--- src/rtl/acps_pkg.sv ---
// Shared constants, types and state codes of the ambient cube probe grid sampler.
`default_nettype none
package acps_pkg;
  localparam int unsigned GRID_X_DEF  = 8;
  localparam int unsigned GRID_Y_DEF  = 8;
  localparam int unsigned GRID_Z_DEF  = 8;
  localparam int unsigned LOBES       = 6;
  localparam int unsigned CHANNELS    = 3;
  localparam int unsigned PROBE_WORDS = LOBES * CHANNELS;
  localparam int unsigned IDX_W       = 6;
  localparam int unsigned NUM_W       = 48;
  localparam int unsigned DEN_W       = 32;
  localparam int unsigned VAL_W       = 36;
  localparam int unsigned WORD_W      = 16;
  localparam int unsigned WGT_W       = 17;

  localparam logic [31:0] ONE_Q16 = 32'h0001_0000;

  localparam logic ACT_WRITE  = 1'b0;
  localparam logic ACT_SAMPLE = 1'b1;

  localparam logic [2:0] CFG_ORIGIN_X  = 3'd0;
  localparam logic [2:0] CFG_ORIGIN_Y  = 3'd1;
  localparam logic [2:0] CFG_ORIGIN_Z  = 3'd2;
  localparam logic [2:0] CFG_SPACING_X = 3'd3;
  localparam logic [2:0] CFG_SPACING_Y = 3'd4;
  localparam logic [2:0] CFG_SPACING_Z = 3'd5;

  typedef enum logic [3:0] {
    ST_IDLE, ST_CRD, ST_CRD_WAIT, ST_SQ, ST_WGT, ST_WGT_WAIT, ST_ADR1, ST_ADR2,
    ST_RD, ST_MAC, ST_DLV, ST_LRP1, ST_LRP2, ST_FIN
  } state_e;

  typedef struct packed {
    logic             start;
    logic [NUM_W-1:0] num;
    logic [DEN_W-1:0] den;
  } div_req_t;

  typedef struct packed {
    logic             done;
    logic [NUM_W-1:0] quo;
  } div_rsp_t;
endpackage
`default_nettype wire

--- src/rtl/acps_div.sv ---
// Restoring serial divider that produces one quotient bit per cycle.
`default_nettype none
module acps_div (
  input  wire logic               clk_i,
  input  wire logic               rst_ni,
  input  wire acps_pkg::div_req_t req_i,
  output acps_pkg::div_rsp_t      rsp_o
);
  localparam int unsigned NW = acps_pkg::NUM_W;
  localparam int unsigned DW = acps_pkg::DEN_W;
  localparam int unsigned CW = $clog2(NW + 1);

  logic [DW-1:0] rem_q, den_q;
  logic [NW-1:0] quo_q;
  logic [CW-1:0] cnt_q;
  logic          busy_q, done_q;
  logic [DW:0]   sh_c;
  logic [DW+1:0] diff_c;

  assign sh_c   = {rem_q, quo_q[NW-1]};
  assign diff_c = {1'b0, sh_c} - {2'b00, den_q};

  always_ff @(posedge clk_i or negedge rst_ni) begin
    if (!rst_ni) begin
      busy_q <= 1'b0;
      done_q <= 1'b0;
      cnt_q  <= '0;
    end else begin
      done_q <= 1'b0;
      if (req_i.start) begin
        busy_q <= 1'b1;
        cnt_q  <= CW'(NW);
      end else if (busy_q) begin
        cnt_q <= cnt_q - 1'b1;
        if (cnt_q == CW'(1)) begin
          busy_q <= 1'b0;
          done_q <= 1'b1;
        end
      end
    end
  end

  always_ff @(posedge clk_i) begin
    if (req_i.start) begin
      rem_q <= '0;
      quo_q <= req_i.num;
      den_q <= req_i.den;
    end else if (busy_q) begin
      if (!diff_c[DW+1]) begin
        rem_q <= diff_c[DW-1:0];
        quo_q <= {quo_q[NW-2:0], 1'b1};
      end else begin
        rem_q <= sh_c[DW-1:0];
        quo_q <= {quo_q[NW-2:0], 1'b0};
      end
    end
  end

  assign rsp_o.done = done_q;
  assign rsp_o.quo  = quo_q;
endmodule
`default_nettype wire

--- config.mk ---
export PLATFORM = sky130hd
export DESIGN_NAME = acps_div
export DESIGN_NICKNAME = d
export VERILOG_FILES = /design/src/rtl/acps_pkg.sv /design/src/rtl/acps_div.sv
export SDC_FILE = /design/constraint.sdc
export NUM_CORES = 1
export LEC_CHECK = 0
export BUFFER_PORTS_ARGS = -buffer_cell sky130_fd_sc_hd__buf_2
export CAP_MARGIN = 20
export CORE_UTILIZATION = 52
export CTS_BUF_LIST = sky130_fd_sc_hd__clkbuf_8
export CTS_CLUSTER_DIAMETER = 40
export DETAILED_ROUTE_END_ITERATION = 10
export GPL_TIMING_DRIVEN = 0
export HOLD_SLACK_MARGIN = 0.15
export PLACE_DENSITY = 0.76
export SETUP_SLACK_MARGIN = 0.1
export SLEW_MARGIN = 20
export SYNTH_ARGS = -nofsm -noshare
export SYNTH_HDL_FRONTEND = slang
export SYNTH_SLANG_ARGS = --single-unit
--- constraint.sdc ---
create_clock -name clk_i -period 6.5 [get_ports clk_i]
set_clock_uncertainty 0.1 [all_clocks]
set_input_delay 0.325 -clock clk_i [delete_from_list [all_inputs] [get_ports clk_i]]
set_output_delay 0.325 -clock clk_i [all_outputs]
set_load 0.01 [all_outputs]
After elaboration in Yosys (flattened, before gate mapping)
Index checks and enable logic that the tools add are counted.
W data, S select, Z words.
{ "word_totals": {"elab_cells": 22, "output_inout_bits": 49, "register_bits": 120, "input_bits": 83} }
{ "classes": {"n_reduce_logical": 1, "muxes": 12, "eq_ne": 1, "addsub": 2} }
{ "ops": {"columns": ["cell", "n"], "rows": [
  ["$mux W48", 2],
  ["$sub A33 B32 Y34", 1],
  ["$mux W32", 1],
  ["$mux W6", 2],
  ["$mux W1", 7],
  ["$eq A6 B1 Y1 const B", 1],
  ["$sub A6 B1 Y6 const B", 1],
  ["$reduce_bool A2 Y1", 1]
]} }

Longest topological paths before layout
Gate-level depths: netlist of the first run.
{ "depth": {"ltp_word": 4, "depth_mapped": 13, "mapped_depth_nobuf": 12} }

Worst setup path before layout of the first run
OpenSTA, ideal clock, no wires.
{ "synth_path": {"path_kind": "register to register", "from": "register quo_q[47]", "to": "register rem_q[12]", "path_buffers": 0, "path_stages_with_launch": 13, "t_arrival_ns": 2.576, "period_less_slack_ns": 2.764, "t_required_ns": 6.312, "setup_slack_ns": 3.736, "setup_time_ns": 0.088, "cell_sequence": "edfxtp_1 -> inv_1 -> ha_1 -> inv_1 -> fa_1 -> a211oi_1 -> o21ai_1 -> o211a_1 -> or3_1 -> a21oi_1 -> xnor2_1 -> o21ai_1 -> a311oi_2"} }
{ "synth_via": {"elab_chain_cells": 2} }
{ "synth_lines": {"columns": ["element", "line_no", "rtl"], "rows": [
  ["start, declared", "acps_div.sv:14", "logic [NW-1:0] quo_q;"],
  ["start signal, assigned", "acps_div.sv:46", "quo_q <= req_i.num;"],
  ["start signal, assigned", "acps_div.sv:51", "quo_q <= {quo_q[NW-2:0], 1'b1};"],
  ["start signal, assigned", "acps_div.sv:54", "quo_q <= {quo_q[NW-2:0], 1'b0};"],
  ["$sub A33 B32 Y34", "acps_div.sv:21", "assign diff_c = {1'b0, sh_c} - {2'b00, den_q};"],
  ["$mux W32", "acps_div.sv:49", "if (!diff_c[DW+1]) begin"],
  ["end signal, assigned", "acps_div.sv:50", "rem_q <= diff_c[DW-1:0];"],
  ["end signal, assigned", "acps_div.sv:53", "rem_q <= sh_c[DW-1:0];"],
  ["end, declared", "acps_div.sv:13", "logic [DW-1:0] rem_q, den_q;"]
]} }
Every way passes these cells.
A chain may end at the register's enable or synchronous reset.

Worst setup path in the final report of the first run
{ "layout_path": {"from": "register den_q[14]", "to": "register quo_q[0], data pin"} }
{ "layout_via": {"elab_chain_cells": 4} }
{ "layout_lines": {"columns": ["element", "line_no", "rtl"], "rows": [
  ["start, declared", "acps_div.sv:13", null],
  ["start signal, assigned", "acps_div.sv:47", "den_q <= req_i.den;"],
  ["$sub A33 B32 Y34", "acps_div.sv:21", null],
  ["$mux W1", "acps_div.sv:49", null],
  ["$mux W48", "acps_div.sv:48", "end else if (busy_q) begin"],
  ["$mux W48", "acps_div.sv:44", "if (req_i.start) begin"]
]} }
Every way passes these cells. The select of a mux whose other input is x is not followed.

==> results of run 1 <==
worst register-to-register path, cell delays in order, from the launching register on:
cell	delay [ns]
edfxtp_1	0.38
inv_1	0.08
ha_1	0.22
buf_2	0.18
a21oi_2	0.21
o21bai_1	0.10
a41oi_2	0.27
o32ai_1	0.13
a211o_1	0.35
o21bai_2	0.23
buf_6	0.19
nand2_1	0.19
mux2_2	0.34
placed cells by master, fill, tap and decap left out, drive strengths merged, types with 3 or more instances in the layout:
cell	Yosys	final
or3b	4	4
o21ai	35	35
clkbuf	19	36
nand4	3	3
or3	5	5
a211o	5	5
mux2	48	48
o21a	6	6
nand2b	4	4
a31oi	9	9
a21oi	30	30
clkinv	0	6
edfxtp	80	80
and2	3	3
xnor2	20	20
o221ai	3	3
nor2	59	59
nor3	7	7
buf	20	152
a311oi	26	26
dfrtp	8	8
xor2	10	10
ha	34	34
a211oi	5	5
inv	41	47
o31ai	6	6
nor4b	4	4
nand3	30	30
nor3b	5	5
o21bai	12	12
dlygate4sd3	0	82
nand2	30	30
a21o	13	13
dfxtp	32	32
nand3b	4	4
per-stage QoR:
step	util (%)	setup WS [ns]	total power [mW]	hold slack, ns
finish	68.9	3.30	3.15	0.410
global route	68.9	3.11	3.32	0.428
detailed placement	59.8	2.94	2.42	0.0716
CTS	68.9	3.33	3.11	0.409
global placement	59.7	2.28	2.36	0.0711
floorplan	-	3.74	2.08	-0.0706
final timing paths:
path	startpoint	to	slack, ns	depth (start not counted)
max	den_q[14]$_DFFE_PP_	quo_q[0]$_DFFE_PP_	3.30	12
min	rem_q[3]$_SDFFE_PP0P_	rem_q[4]$_SDFFE_PP0P_	0.41	2
max reg2reg	den_q[14]$_DFFE_PP_	quo_q[0]$_DFFE_PP_	3.30	12
min reg2reg	rem_q[3]$_SDFFE_PP0P_	rem_q[4]$_SDFFE_PP0P_	0.41	2
max in group asynchronous	rst_ni	cnt_q[2]$_DFFE_PN0P_	5.30	3
min in group asynchronous	rst_ni	busy_q$_DFF_PN0_	0.73	3
timing repair:
action | CTS | global route
endpoints found under the hold margin | 88 | 0
resized for setup | 0 | 0
hold buffers | 82 | 0
registers in the layout, indices dropped and copies added, names as in the netlist:
register and count:
done_q 1, cnt_q 6, den_q 32, busy_q 1, quo_q 48, rem_q 32
routing by layer:
layer	vias up	GRT usage (%)	wire, um
li1	2887	-	-
met1	2939	34.6	7990
met2	272	50.7	10100
met3	36	6.78	1250
met4	0	9.38	423
met5	-	0	0
cell usage after synthesis (4+ instances only):
master and number:
dfrtp_1 8, nand3_1 20, nand3b_1 4, or3b_2 4, buf_2 8, nor2_1 59, nand2_1 30, mux2_2 48
a211o_1 5, o21ai_0 12, buf_1 5, or3_1 5, a311oi_2 11, a211oi_1 5, nor3_1 6, nor3b_1 5
o21bai_1 11, o21a_1 6, xor2_1 10, edfxtp_1 80, dfxtp_1 32, inv_1 41, clkbuf_1 19, nand2b_1 4
o21ai_1 23, nand3_2 10, a21oi_1 28, ha_1 34, xnor2_1 20, a21o_1 13, a31oi_1 8, o31ai_1 6
a311oi_1 15
where the power goes:
group	leakage (nW)	internal (mW)	switching (mW)	total (mW)
Sequential	1.18	0.973	0.131	1.10
Combinational	2.52	0.601	0.780	1.38
Clock	0.187	0.309	0.353	0.661
Total	3.88	1.88	1.26	3.15
area by class of cell:
class	instances	area share, %
multi-input combinational	448	37.3
sequential	120	35.7
timing repair buffer	214	16.5
clock buffer	17	2.58
tap	176	2.42
buffer	39	2.26
inverter	41	1.69
clock inverter	15	1.54
cells by family after synthesis:
group,count (synthesis),share of synthesized area [%]
adder cells (fa/ha/maj),35,6.37
AO/OA/AOI/OAI,169,18.0
XOR/XNOR,30,3.76
multiplexers,49,7.87
buffers and inverters,80,5.13
flip-flops,120,46.4
AND/OR/NAND/NOR,165,12.5
==> out/results.tsv, run 1 <==
metric	value	unit
relative slew slack	42.7	%
initial antenna violation count	0	
WL per Instance	18.4	um
clk sink count	120	
DR vias	6134	
DIE HEIGHT	118	um
Fin Setup TNS	0	ns
largest net degree at the start of global routing	34	
Inst Count DP	956	
syn nets	766	
Starting Density	53.0	%
max incr delay on CP	0.38	ns
Remaining DRCs	0	
die area	0.0139	mm^2
final WL	19.7	mm
clock buffer depth	2	
area grow syn2layout	29.9	%
CTS tree	built	
Core ar.	0.0132	mm^2
Multi-input gate area	0.00339	mm^2
Final Slew Violations	0	
Synth top area share	34.3	%
DR pass1 iterations	5	
hpwl dp	12.9	mm
Row Count	42	
Synth area leaders	edfxtp_1 34%, dfxtp_1 9.2%, mux2_2 7.7%, ha_1 6.1%, nor2_1 3.2%	
Synth Register Bits	120	
f_max	312	MHz
Clk Latency, worst-skew pair	0.46	ns
fin crit period	3.20	ns
Fin. Hold Viols	0	
status	finished, final reports clean	
number of global-route vias before repair	6276	
synth warn	0	
Lkg Pwr	3.88	nW
Bufs and invs on worst path	3	
Post-Layout Cell Count	1070	
Reg clk slew, reported paths	0.08	ns
VDD IR max	0.195	mV
Routed Antenna Nets	0	
Yosys top cell by area	edfxtp_1	
Setup Buffers After CTS	0	
# setup viols final	0	
1st-iter DRT viols	413	
fillers	954	
Crit. End Element	register	
register area share after synthesis	46.4	%
Setup CP Type	register to register	
htree depth	4	
FF+latch area	0.00324	mm^2
MaxCap Viol Count	0	
mapped cell area	0.00700	mm^2
Tot GR Track Use	28.8	%
Die W	118	um
HP Class	register to register	
prevailing post-synth register cell	edfxtp_1	
Slowest-stage cell, CP	edfxtp_1	
DR vias/cell	5.73	
Buffers on Ports	131	
Gate Count Post-Synth	648	
n_diodes	0	
Setup crit start kind	register	
ratio of cells with drive above 1 in the final layout	29.2	%
cells along the critical path	inv_1 > ha_1 > buf_2 > a21oi_2 > o21bai_1 > a41oi_2 > o32ai_1 > a211o_1 > o21bai_2 > buf_6 > nand2_1 > mux2_2	
global-route wire length before repair	31.2	mm
gp weighted congestion	0.892	
number of enable flip-flop cells after synthesis	80	
Remaining Overflow, GRT	0	
Async SR Flop Fraction	6.67	%
Final Cell Area	0.00909	mm^2
crit path max fanout	10	
crit path DAT	3.32	ns
Root Buffer	clkbuf_8	
delay-heaviest family, CP	compound AO/OA/AOI/OAI gates	
Distinct cells, synth	70	
Area after DPL	0.00789	mm^2
CTS buffer count	17	
Worst Tran Pin Value	0.849	ns
CP Data Required Time	6.62	ns
synthesized area per cell	10.8	um^2
# IOs	132	
pwr dens	346	mW/mm^2
share of the clock period used by the worst path	49.3	%
RSZ-0062 raised after global routing	false	
Post-layout nets	999	
No activity file was read; power rests on OpenSTA's default activity.
==> run 2: changes to the inputs <==
- clock period: 6.5 -> 3.2 ns (I/O delays scaled with it)
==> out/results.tsv, run 2 (synthesized netlist as in run 1, its figures left out) <==
metric	value	unit
status	finished, final reports clean	
number of flip-flops in the largest register	48	
Remaining Overflow, GRT	0	
Lkg Pwr	3.92	nW
Reg clk slew, reported paths	0.08	ns
delay-heaviest family, CP	compound AO/OA/AOI/OAI gates	
Buffers on Ports	131	
die area	0.0139	mm^2
CTS buffer count	17	
number of global-route vias before repair	6276	
MaxCap Viol Count	0	
clk sink count	120	
most frequent cells in the layout	139 x buf_2, 82 x dlygate4sd3_1, 80 x edfxtp_1, 59 x nor2_1, 48 x mux2_2	
pwr dens	705	mW/mm^2
DIE HEIGHT	118	um
CTS tree	built	
Setup crit start kind	register	
RSZ-0062 raised after global routing	false	
Bufs and invs on worst path	2	
1st-iter DRT viols	457	
Clk Latency, worst-skew pair	0.46	ns
Biggest register	quo_q	
HP Class	primary input to register	
reg2reg start	den_q[1]$_DFFE_PP_	
Fin. Hold Viols	0	
DR vias	6149	
Routed Antenna Nets	0	
Core ar.	0.0132	mm^2
ratio of cells with drive above 1 in the final layout	30.6	%
Tot GR Track Use	28.8	%
WL per Instance	18.5	um
crit path DAT	3.10	ns
commonest non-fill, non-tap cell in the layout	buf_2	
share of the clock period used by the worst path	93.2	%
Inst Count DP	956	
Final Slew Violations	0	
Row Count	42	
cells along the critical path	inv_1 > ha_1 > nor2b_1 > o211ai_1 > a31oi_4 > a31o_4 > nor4b_4 > o21bai_2 > buf_6 > nand2_2 > mux2_2	
hpwl dp	12.9	mm
Pwr Total	6.48	mW
Remaining DRCs	0	
htree depth	4	
area grow syn2layout	31.4	%
final WL	19.9	mm
global-route wire length before repair	31.1	mm
Final Cell Area	0.00919	mm^2
Crit. End Element	register	
Area after DPL	0.00789	mm^2
f_max	335	MHz
initial antenna violation count	0	
# setup viols final	0	
n_diodes	0	
Setup CP Type	register to register	
Root Buffer	clkbuf_8	
Slowest-stage cell, CP	edfxtp_1	
min-delay src	req_i[80]	
Post-layout nets	1005	
Worst Tran Pin Value	0.813	ns
CP Data Required Time	3.31	ns
DR pass1 iterations	5	
relative slew slack	45.8	%
gp weighted congestion	0.892	
VDD IR max	0.398	mV
Die W	118	um
fillers	943	
Starting Density	53.0	%
Post-Layout Cell Count	1076	
# IOs	132	
Top Registers	quo_q: 48 flops, den_q: 32 flops, rem_q: 32 flops	
Critical Path Start	den_q[1]$_DFFE_PP_	
fin crit period	2.98	ns
clock buffer depth	2	
Reg2Reg Setup Slack	0.22	ns
DR vias/cell	5.71	
max incr delay on CP	0.37	ns
crit path max fanout	8	
largest net degree at the start of global routing	34	
[run 2: cell types whose count changed in the layout (fill, tap and decap cells not counted), sizes merged]
cell  delta
buf      +6
[run 2: cell type report]
class                   count  area (um^2)  area share (%)
multi-input cells         448         3440            37.5
flip-flops and latches    120         3240            35.3
repair buffers            220         1550            16.9
clock buffers              17          234            2.54
well taps                 176          220            2.40
plain buffers              39          205            2.23
inverters                  41          154            1.67
clock inverters            15          140            1.52
[run 2: final timing paths]
kind / end / cells past startpoint
worst max register to register: quo_q[0]$_DFFE_PP_ / 11
worst max-delay path: quo_q[0]$_DFFE_PP_ / 11
worst min register to register: rem_q[8]$_SDFFE_PP0P_ / 2
min in group asynchronous: busy_q$_DFF_PN0_ / 3
worst min-delay path: den_q[27]$_DFFE_PP_ / 1
max in group asynchronous: cnt_q[2]$_DFFE_PN0P_ / 3
[run 2: layer usage]
layer | vias to the layer above | global-route usage (%) | routed length [um]
li1 | 2905 | - | -
met1 | 2938 | 34.4 | 8020
met2 | 264 | 50.7 | 10100
met3 | 42 | 6.69 | 1310
met4 | 0 | 9.29 | 485
met5 | - | 0 | 0
[run 2: worst reg2reg max path, cell delays in order (launching register included)]
cell and delay [ns]:
edfxtp_1 0.37, inv_1 0.12, ha_1 0.25, nor2b_1 0.15, o211ai_1 0.32, a31oi_4 0.17, a31o_4 0.31, nor4b_4 0.16
o21bai_2 0.20, buf_6 0.19, nand2_2 0.12, mux2_2 0.31
[run 2: timing repair]
action	4_1_cts	5_1_grt
resized for setup	1	9
hold buffers	82	0
setup buffers	1	5
gates cloned	0	0
endpoints found under the hold margin	88	0
endpoints found under the setup margin	3	30
pin swaps	2	7
[run 2: through the flow]
stage          utilization [%]  setup TNS (ns)  worst slack (ns)  hold slack, ns
5_1_grt                   69.7               0             0.107           0.263
2_1_floorplan                -               0             0.436          -0.236
3_5_place_dp              59.8           -6.39            -0.196         -0.0934
6_report                  69.7               0             0.217           0.245
4_1_cts                   69.0               0            0.0955           0.250
3_3_place_gp              59.7          -40.67            -0.851         -0.0939
[run 2: power breakdown]
part           leakage (nW)  internal, mW  switching, mW  total, mW
clock network         0.187         0.627          0.715       1.34
logic                  2.55          1.28           1.63       2.90
registers              1.18          1.98          0.263       2.24
